## config.mk

```make
export PLATFORM = sky130hd
export DESIGN_NAME = sssp_ctrl
export DESIGN_NICKNAME = d
export VERILOG_FILES = /design/src/hw/rtl/sssp_pkg.sv /design/src/hw/rtl/sssp_ctrl.sv
export VERILOG_INCLUDE_DIRS = /design/src /design/src/hw/rtl
export SDC_FILE = /design/constraint.sdc
export NUM_CORES = 1
export LEC_CHECK = 0
export BUFFER_PORTS_ARGS = -buffer_cell sky130_fd_sc_hd__buf_2
export CORE_MARGIN = 2
export CORE_UTILIZATION = 42
export CTS_CLUSTER_SIZE = 28
export DETAILED_ROUTE_END_ITERATION = 7
export HOLD_SLACK_MARGIN = 0.15
export PLACE_DENSITY_LB_ADDON = 0.08
export SYNTH_ARGS = -nofsm -noshare
export SYNTH_HDL_FRONTEND = slang
export SYNTH_SLANG_ARGS = --single-unit
```

## constraint.sdc

```tcl
create_clock -name clock -period 2 [get_ports clock]
set_clock_uncertainty 0.05 [all_clocks]
set_input_delay 0.2 -clock clock [delete_from_list [all_inputs] [get_ports clock]]
set_output_delay 0.2 -clock clock [all_outputs]
set_load 0.02 [all_outputs]
```

## src/hw/rtl/single_source_shortest_path_top_macros.svh

```systemverilog
// Assertion helpers shared by sssp_dp and sssp_ctrl.
`ifndef SINGLE_SOURCE_SHORTEST_PATH_TOP_MACROS_SVH
`define SINGLE_SOURCE_SHORTEST_PATH_TOP_MACROS_SVH

// Consequent must hold in the same cycle as the antecedent.
`define SSSP_ASSERT_NOW(label, ante, cons, msg) \
   label: assert property (@(posedge clock) disable iff (reset) (ante) |-> (cons)) \
      else $error(msg);

// Consequent must hold in the cycle after the antecedent.
`define SSSP_ASSERT_NEXT(label, ante, cons, msg) \
   label: assert property (@(posedge clock) disable iff (reset) (ante) |=> (cons)) \
      else $error(msg);

`endif

```

## src/hw/rtl/sssp_pkg.sv

```systemverilog
`timescale 1ns / 1ps
package sssp_pkg;

   localparam int MAX_NODES   = 1024;
   localparam int NODE_W      = 10;
   localparam int PRED_W      = NODE_W + 1;
   localparam int DIST_W      = 32;
   localparam int SOURCE_NODE = 1;
   localparam logic [DIST_W-1:0] DIST_INF = 32'h3F3F_3F3F;

   localparam int DEF_MAX_EDGES   = 4096;
   localparam int DEF_WEIGHT_BITS = 16;

   localparam int CSR_AW = 3;
   localparam int CSR_DW = 32;
   localparam logic [NODE_W-1:0] TARGET_RESET = 10'd1;

   typedef enum logic [1:0] {
      OP_ADD   = 2'd0,
      OP_RUN   = 2'd1,
      OP_READ  = 2'd2,
      OP_CLEAR = 2'd3
   } op_type;

   typedef enum logic [1:0] {
      RSP_ZERO,
      RSP_FULL,
      RSP_NODE
   } rsp_sel_type;

   typedef enum logic [3:0] {
      S_INIT,
      S_IDLE,
      S_ADD_CHK,
      S_ADD_WR,
      S_ACK,
      S_FULL,
      S_CLEAR,
      S_RUN_CLR,
      S_SCAN,
      S_SETTLE,
      S_HEAD_LD,
      S_EDGE_RD,
      S_NODE_RD,
      S_RELAX,
      S_READ,
      S_REPORT
   } state_type;

   typedef struct packed {
      logic        accept;
      logic        ctr_clr;
      logic        ctr_inc;
      logic        head_clr_wr;
      logic        node_clr_wr;
      logic        run_clr;
      logic        cnt_clr;
      logic        add_head_rd;
      logic        add_wr;
      logic        scan_start;
      logic        scan_step;
      logic        settle;
      logic        head_ld;
      logic        edge_rd;
      logic        node_rd;
      logic        relax;
      logic        rpt_rd;
      logic        rpt_target;
      logic        load_rsp;
      rsp_sel_type rsp_sel;
   } cmd_type;

   typedef struct packed {
      logic sweep_last;
      logic scan_done;
      logic best_none;
      logic ptr_nil;
      logic edge_full;
      logic out_free;
   } sts_type;

endpackage

```

## src/hw/rtl/sssp_ctrl.sv

```systemverilog
`timescale 1ns / 1ps
`include "single_source_shortest_path_top_macros.svh"
module sssp_ctrl (
   input  logic              clock,
   input  logic              reset,
   input  logic              req_valid,
   output logic              req_ready,
   input  logic [1:0]        req_op,
   input  sssp_pkg::sts_type sts,
   output sssp_pkg::cmd_type cmd
);
   import sssp_pkg::*;

   state_type state_ff, state_in;
   op_type    op_dec;

   assign op_dec = op_type'(req_op);

   always_ff @(posedge clock) begin
      if (reset) begin
         state_ff <= S_INIT;
      end else begin
         state_ff <= state_in;
      end
   end

   always_comb begin
      state_in  = state_ff;
      cmd       = '0;
      req_ready = 1'b0;
      unique case (state_ff)
         S_INIT: begin
            cmd.head_clr_wr = 1'b1;
            cmd.node_clr_wr = 1'b1;
            cmd.ctr_inc     = 1'b1;
            if (sts.sweep_last) begin
               state_in = S_IDLE;
            end
         end
         S_IDLE: begin
            cmd.ctr_clr = 1'b1;
            req_ready   = 1'b1;
            if (req_valid) begin
               cmd.accept = 1'b1;
               unique case (op_dec)
                  OP_ADD:   state_in = S_ADD_CHK;
                  OP_RUN:   state_in = S_RUN_CLR;
                  OP_READ:  state_in = S_READ;
                  OP_CLEAR: state_in = S_CLEAR;
                  default:  state_in = S_IDLE;
               endcase
            end
         end
         S_ADD_CHK: begin
            if (sts.edge_full) begin
               state_in = S_FULL;
            end else begin
               cmd.add_head_rd = 1'b1;
               state_in        = S_ADD_WR;
            end
         end
         S_ADD_WR: begin
            cmd.add_wr = 1'b1;
            state_in   = S_ACK;
         end
         S_ACK: begin
            if (sts.out_free) begin
               cmd.load_rsp = 1'b1;
               cmd.rsp_sel  = RSP_ZERO;
               state_in     = S_IDLE;
            end
         end
         S_FULL: begin
            if (sts.out_free) begin
               cmd.load_rsp = 1'b1;
               cmd.rsp_sel  = RSP_FULL;
               state_in     = S_IDLE;
            end
         end
         S_CLEAR: begin
            cmd.head_clr_wr = 1'b1;
            cmd.ctr_inc     = 1'b1;
            cmd.cnt_clr     = 1'b1;
            if (sts.sweep_last) begin
               state_in = S_ACK;
            end
         end
         S_RUN_CLR: begin
            cmd.node_clr_wr = 1'b1;
            cmd.run_clr     = 1'b1;
            cmd.ctr_inc     = 1'b1;
            if (sts.sweep_last) begin
               cmd.scan_start = 1'b1;
               state_in       = S_SCAN;
            end
         end
         S_SCAN: begin
            cmd.scan_step = 1'b1;
            if (sts.scan_done) begin
               if (sts.best_none) begin
                  cmd.rpt_rd     = 1'b1;
                  cmd.rpt_target = 1'b1;
                  state_in       = S_REPORT;
               end else begin
                  state_in = S_SETTLE;
               end
            end
         end
         S_SETTLE: begin
            cmd.settle = 1'b1;
            state_in   = S_HEAD_LD;
         end
         S_HEAD_LD: begin
            cmd.head_ld = 1'b1;
            state_in    = S_EDGE_RD;
         end
         S_EDGE_RD: begin
            if (sts.ptr_nil) begin
               cmd.scan_start = 1'b1;
               state_in       = S_SCAN;
            end else begin
               cmd.edge_rd = 1'b1;
               state_in    = S_NODE_RD;
            end
         end
         S_NODE_RD: begin
            cmd.node_rd = 1'b1;
            state_in    = S_RELAX;
         end
         S_RELAX: begin
            cmd.relax = 1'b1;
            state_in  = S_EDGE_RD;
         end
         S_READ: begin
            cmd.rpt_rd = 1'b1;
            state_in   = S_REPORT;
         end
         S_REPORT: begin
            if (sts.out_free) begin
               cmd.load_rsp = 1'b1;
               cmd.rsp_sel  = RSP_NODE;
               state_in     = S_IDLE;
            end
         end
         default: begin
            state_in = S_IDLE;
         end
      endcase
   end

   `SSSP_ASSERT_NEXT(a_accept_busy, req_valid && req_ready, state_ff != S_IDLE, "accepted word left block idle")
   `SSSP_ASSERT_NOW(a_ready_idle, req_ready, state_ff == S_IDLE, "ready outside idle")
   `SSSP_ASSERT_NOW(a_single_rd, cmd.scan_step, !cmd.rpt_rd || sts.scan_done, "report read during scan")

endmodule

```

==> impl_metrics.env <==
export IMPL_status="finished clean"
export IMPL_first_iter_violations=10
export IMPL_cp_arrival_ns=1.57
export IMPL_reg2reg_to="state_ff[3]"
export IMPL_gp_congestion=0.8313
export IMPL_postCtsSetupRepairBufs=0
export IMPL_io_pins=33
export IMPL_rr_startpoint="state_ff[0]"
export IMPL_min_period_ns=1.817
export IMPL_synth_edff_count=0
export IMPL_whs_ns=0.2397
export IMPL_cts_tree="done"
export IMPL_antennaDiodeCount=0
export IMPL_drc=0
export IMPL_path_clk_slew_ns=0.04
export IMPL_tightest_slew_ns=0.3339
export IMPL_setup_viol=0
export IMPL_overflow=0
export IMPL_worstSetupEndpoint="cmd[16]"
export IMPL_r2r_slack_ns=0.47
export IMPL_die_x_um=42.13
export IMPL_reg2reg_depth=4
export IMPL_antenna_found_initial=0
export IMPL_ctsRootBufferMaster="clkbuf_4"
export IMPL_critical_path_top_delay_family="buffers and inverters"
export IMPL_clkSinkCount=4
export IMPL_max_stage_delay_ns=0.40
export IMPL_drt_pass1_iter_count=4
export IMPL_yosys_area_top_type="dfxtp_1"
export IMPL_cp_start_kind="flip-flop"
export IMPL_power_density_nw_per_um2=1249
export IMPL_crit_type="reg2out"
export IMPL_largest_reg_flops=4
export IMPL_largestRegisters="state_ff (4)"
export IMPL_synth_top_area_share_pct=13.11
export IMPL_final_cells=138
export IMPL_io_buffers=32
export IMPL_cap_violations=0
export IMPL_core_rowCount=13
export IMPL_initial_core_util_pct=45.78
export IMPL_synth_nets=102
export IMPL_top_register="state_ff"
export IMPL_dp_cells=135
export IMPL_hold_path_class="in2reg"
export IMPL_clkLatencyLatePin_ns=0.23
export IMPL_most_common_layout_cells="buf_2, nor2_1, nor3_1"
export IMPL_critPathCaptureType="output port"
export IMPL_critPathRequiredTime_ns=1.75
export IMPL_routedWlPerCell_um=12.48
export IMPL_rsz0062_at_grt="false"
export IMPL_slew_headroom_pct=77.71
export IMPL_grt_pass1_wl_mm=2.766
export IMPL_die_h_um=42.13
export IMPL_worstSetupStartpoint="state_ff[0]"
export IMPL_ir_drop_v=0.0006985
export IMPL_min_from="reset"
export IMPL_postSynthAreaPerCell_sq_um=6.710
export IMPL_vias=764
export IMPL_grt_pass1_vias=627
export IMPL_yosys_cell_types_count=32
export IMPL_leakage_uw=0.0003791
export IMPL_cts_buffers=3
export IMPL_crit_chain="buf_4, or3_1, a21oi_1, buf_2"
export IMPL_die_area_sq_um=1775
export IMPL_drv_slew=0
export IMPL_worst_path_stages=4
export IMPL_cts_max_level=1
export IMPL_grt_max_degree=19
export IMPL_cp_slowest_cell="dfxtp_1"
export IMPL_final_layout_size_suffix_gt1_share_pct=38.21
export IMPL_fin_util_pct=60.32
export IMPL_synthCells=91
export IMPL_ys_seq_area_share_pct=13.11
export IMPL_vias_per_cell=5.536
export IMPL_cts_max_path_buffers=2
export IMPL_synth_seq_cells=4
export IMPL_wl_mm=1.722
export IMPL_report_power_total_uw=1005
export IMPL_track_usage_pct=19.38
export IMPL_ys_flop_type="dfxtp_1"
export IMPL_finalSetupTns_ns=0
export IMPL_syn_to_final_growth_pct=31.76
export IMPL_crit_buf_inv=2
export IMPL_fp_coreArea_sq_um=1334
export IMPL_timing_final_crit_share_pct=90.84
export IMPL_clock_fmax_ghz=0.5504
export IMPL_async_flop_share_pct=0
export IMPL_yosysWarningCount=0
export IMPL_final_common_cell="buf_2"
export IMPL_ys_top_cells_by_area="dfxtp_1, nor2_1, nor2b_1"
export IMPL_hpwl_mm=1.307
export IMPL_finalHoldViolations=0
export IMPL_ant_nets=0
export IMPL_nets=136
export IMPL_cp_max_fo=13
export IMPL_synthesis_area_sq_um=610.6
final cells by class:
type,instances,area [sq um]
Sequential cell,4,82.58
Fill cell,147,529.3
Timing Repair Buffer,38,205.2
Inverter,1,3.754
Tap cell,15,18.77
Multi-Input combinational cell,77,471.7
Clock buffer,3,22.52
metal layers:
metal | share of wire [%] | wire length, um | GRT usage, %
met1 | 47 | 814 | 27.06
met2 | 43 | 733 | 31.25
met4 | 0.99 | 17 | 7.500
met3 | 9.1 | 157 | 0.8621
met5 | 0 | 0 | 0
worst min path at each step:
stage	to	slack, ns	cells after the start
floorplan	state_ff[2]	0.27	1
global placement	state_ff[2]	0.48	2
detailed placement	state_ff[2]	0.48	2
CTS	state_ff[2]	0.24	2
global route	state_ff[2]	0.27	2
finish	state_ff[2]	0.24	2
logic make-up after synthesis:
group           count (synthesis)  share of synthesized area, %
simple gates                   50                         43.24
compound gates                 24                         28.48
mux                             3                         5.532
buf+inv                        10                         9.630
flops                           4                         13.12
cell usage after synthesis (2+ instances only):
| cell | number |
|---|---|
| o21ai_0 | 3 |
| dfxtp_1 | 4 |
| nand2b_1 | 4 |
| nand2_1 | 6 |
| nand3_1 | 3 |
| mux2_2 | 2 |
| o21bai_1 | 2 |
| nor3b_1 | 3 |
| nor2b_1 | 6 |
| buf_4 | 4 |
| nor2_1 | 13 |
| o21ai_1 | 2 |
| nor3_1 | 7 |
| buf_2 | 5 |
| a21oi_1 | 5 |
| and3_1 | 2 |
| a211oi_1 | 2 |
| and3b_1 | 2 |
| o21a_1 | 3 |
what timing repair did:
item,CTS,global route
hold buffers,0,0
gates resized for setup,0,2
endpoints found under the setup margin,0,4
where the power goes:
group	total, uW	leakage (uW)	switching (uW)	internal (uW)
Clock	98.9	0.0000138	31.9	67.0
Combinational	712	0.000332	412	300
Sequential	194	0.0000337	83.7	110
per-stage QoR:
stage / instance area [sq um] / setup WS, ns
6_report: 804.5 / 0.1833
4_1_cts: 802.0 / 0.06248
5_1_grt: 804.5 / 0.1025
2_1_floorplan: 610.6 / 0.07567
3_5_place_dp: 779.5 / 0.3178
3_3_place_gp: 779.5 / 0.3536
Note: power is estimated with default switching activity, not from simulation.
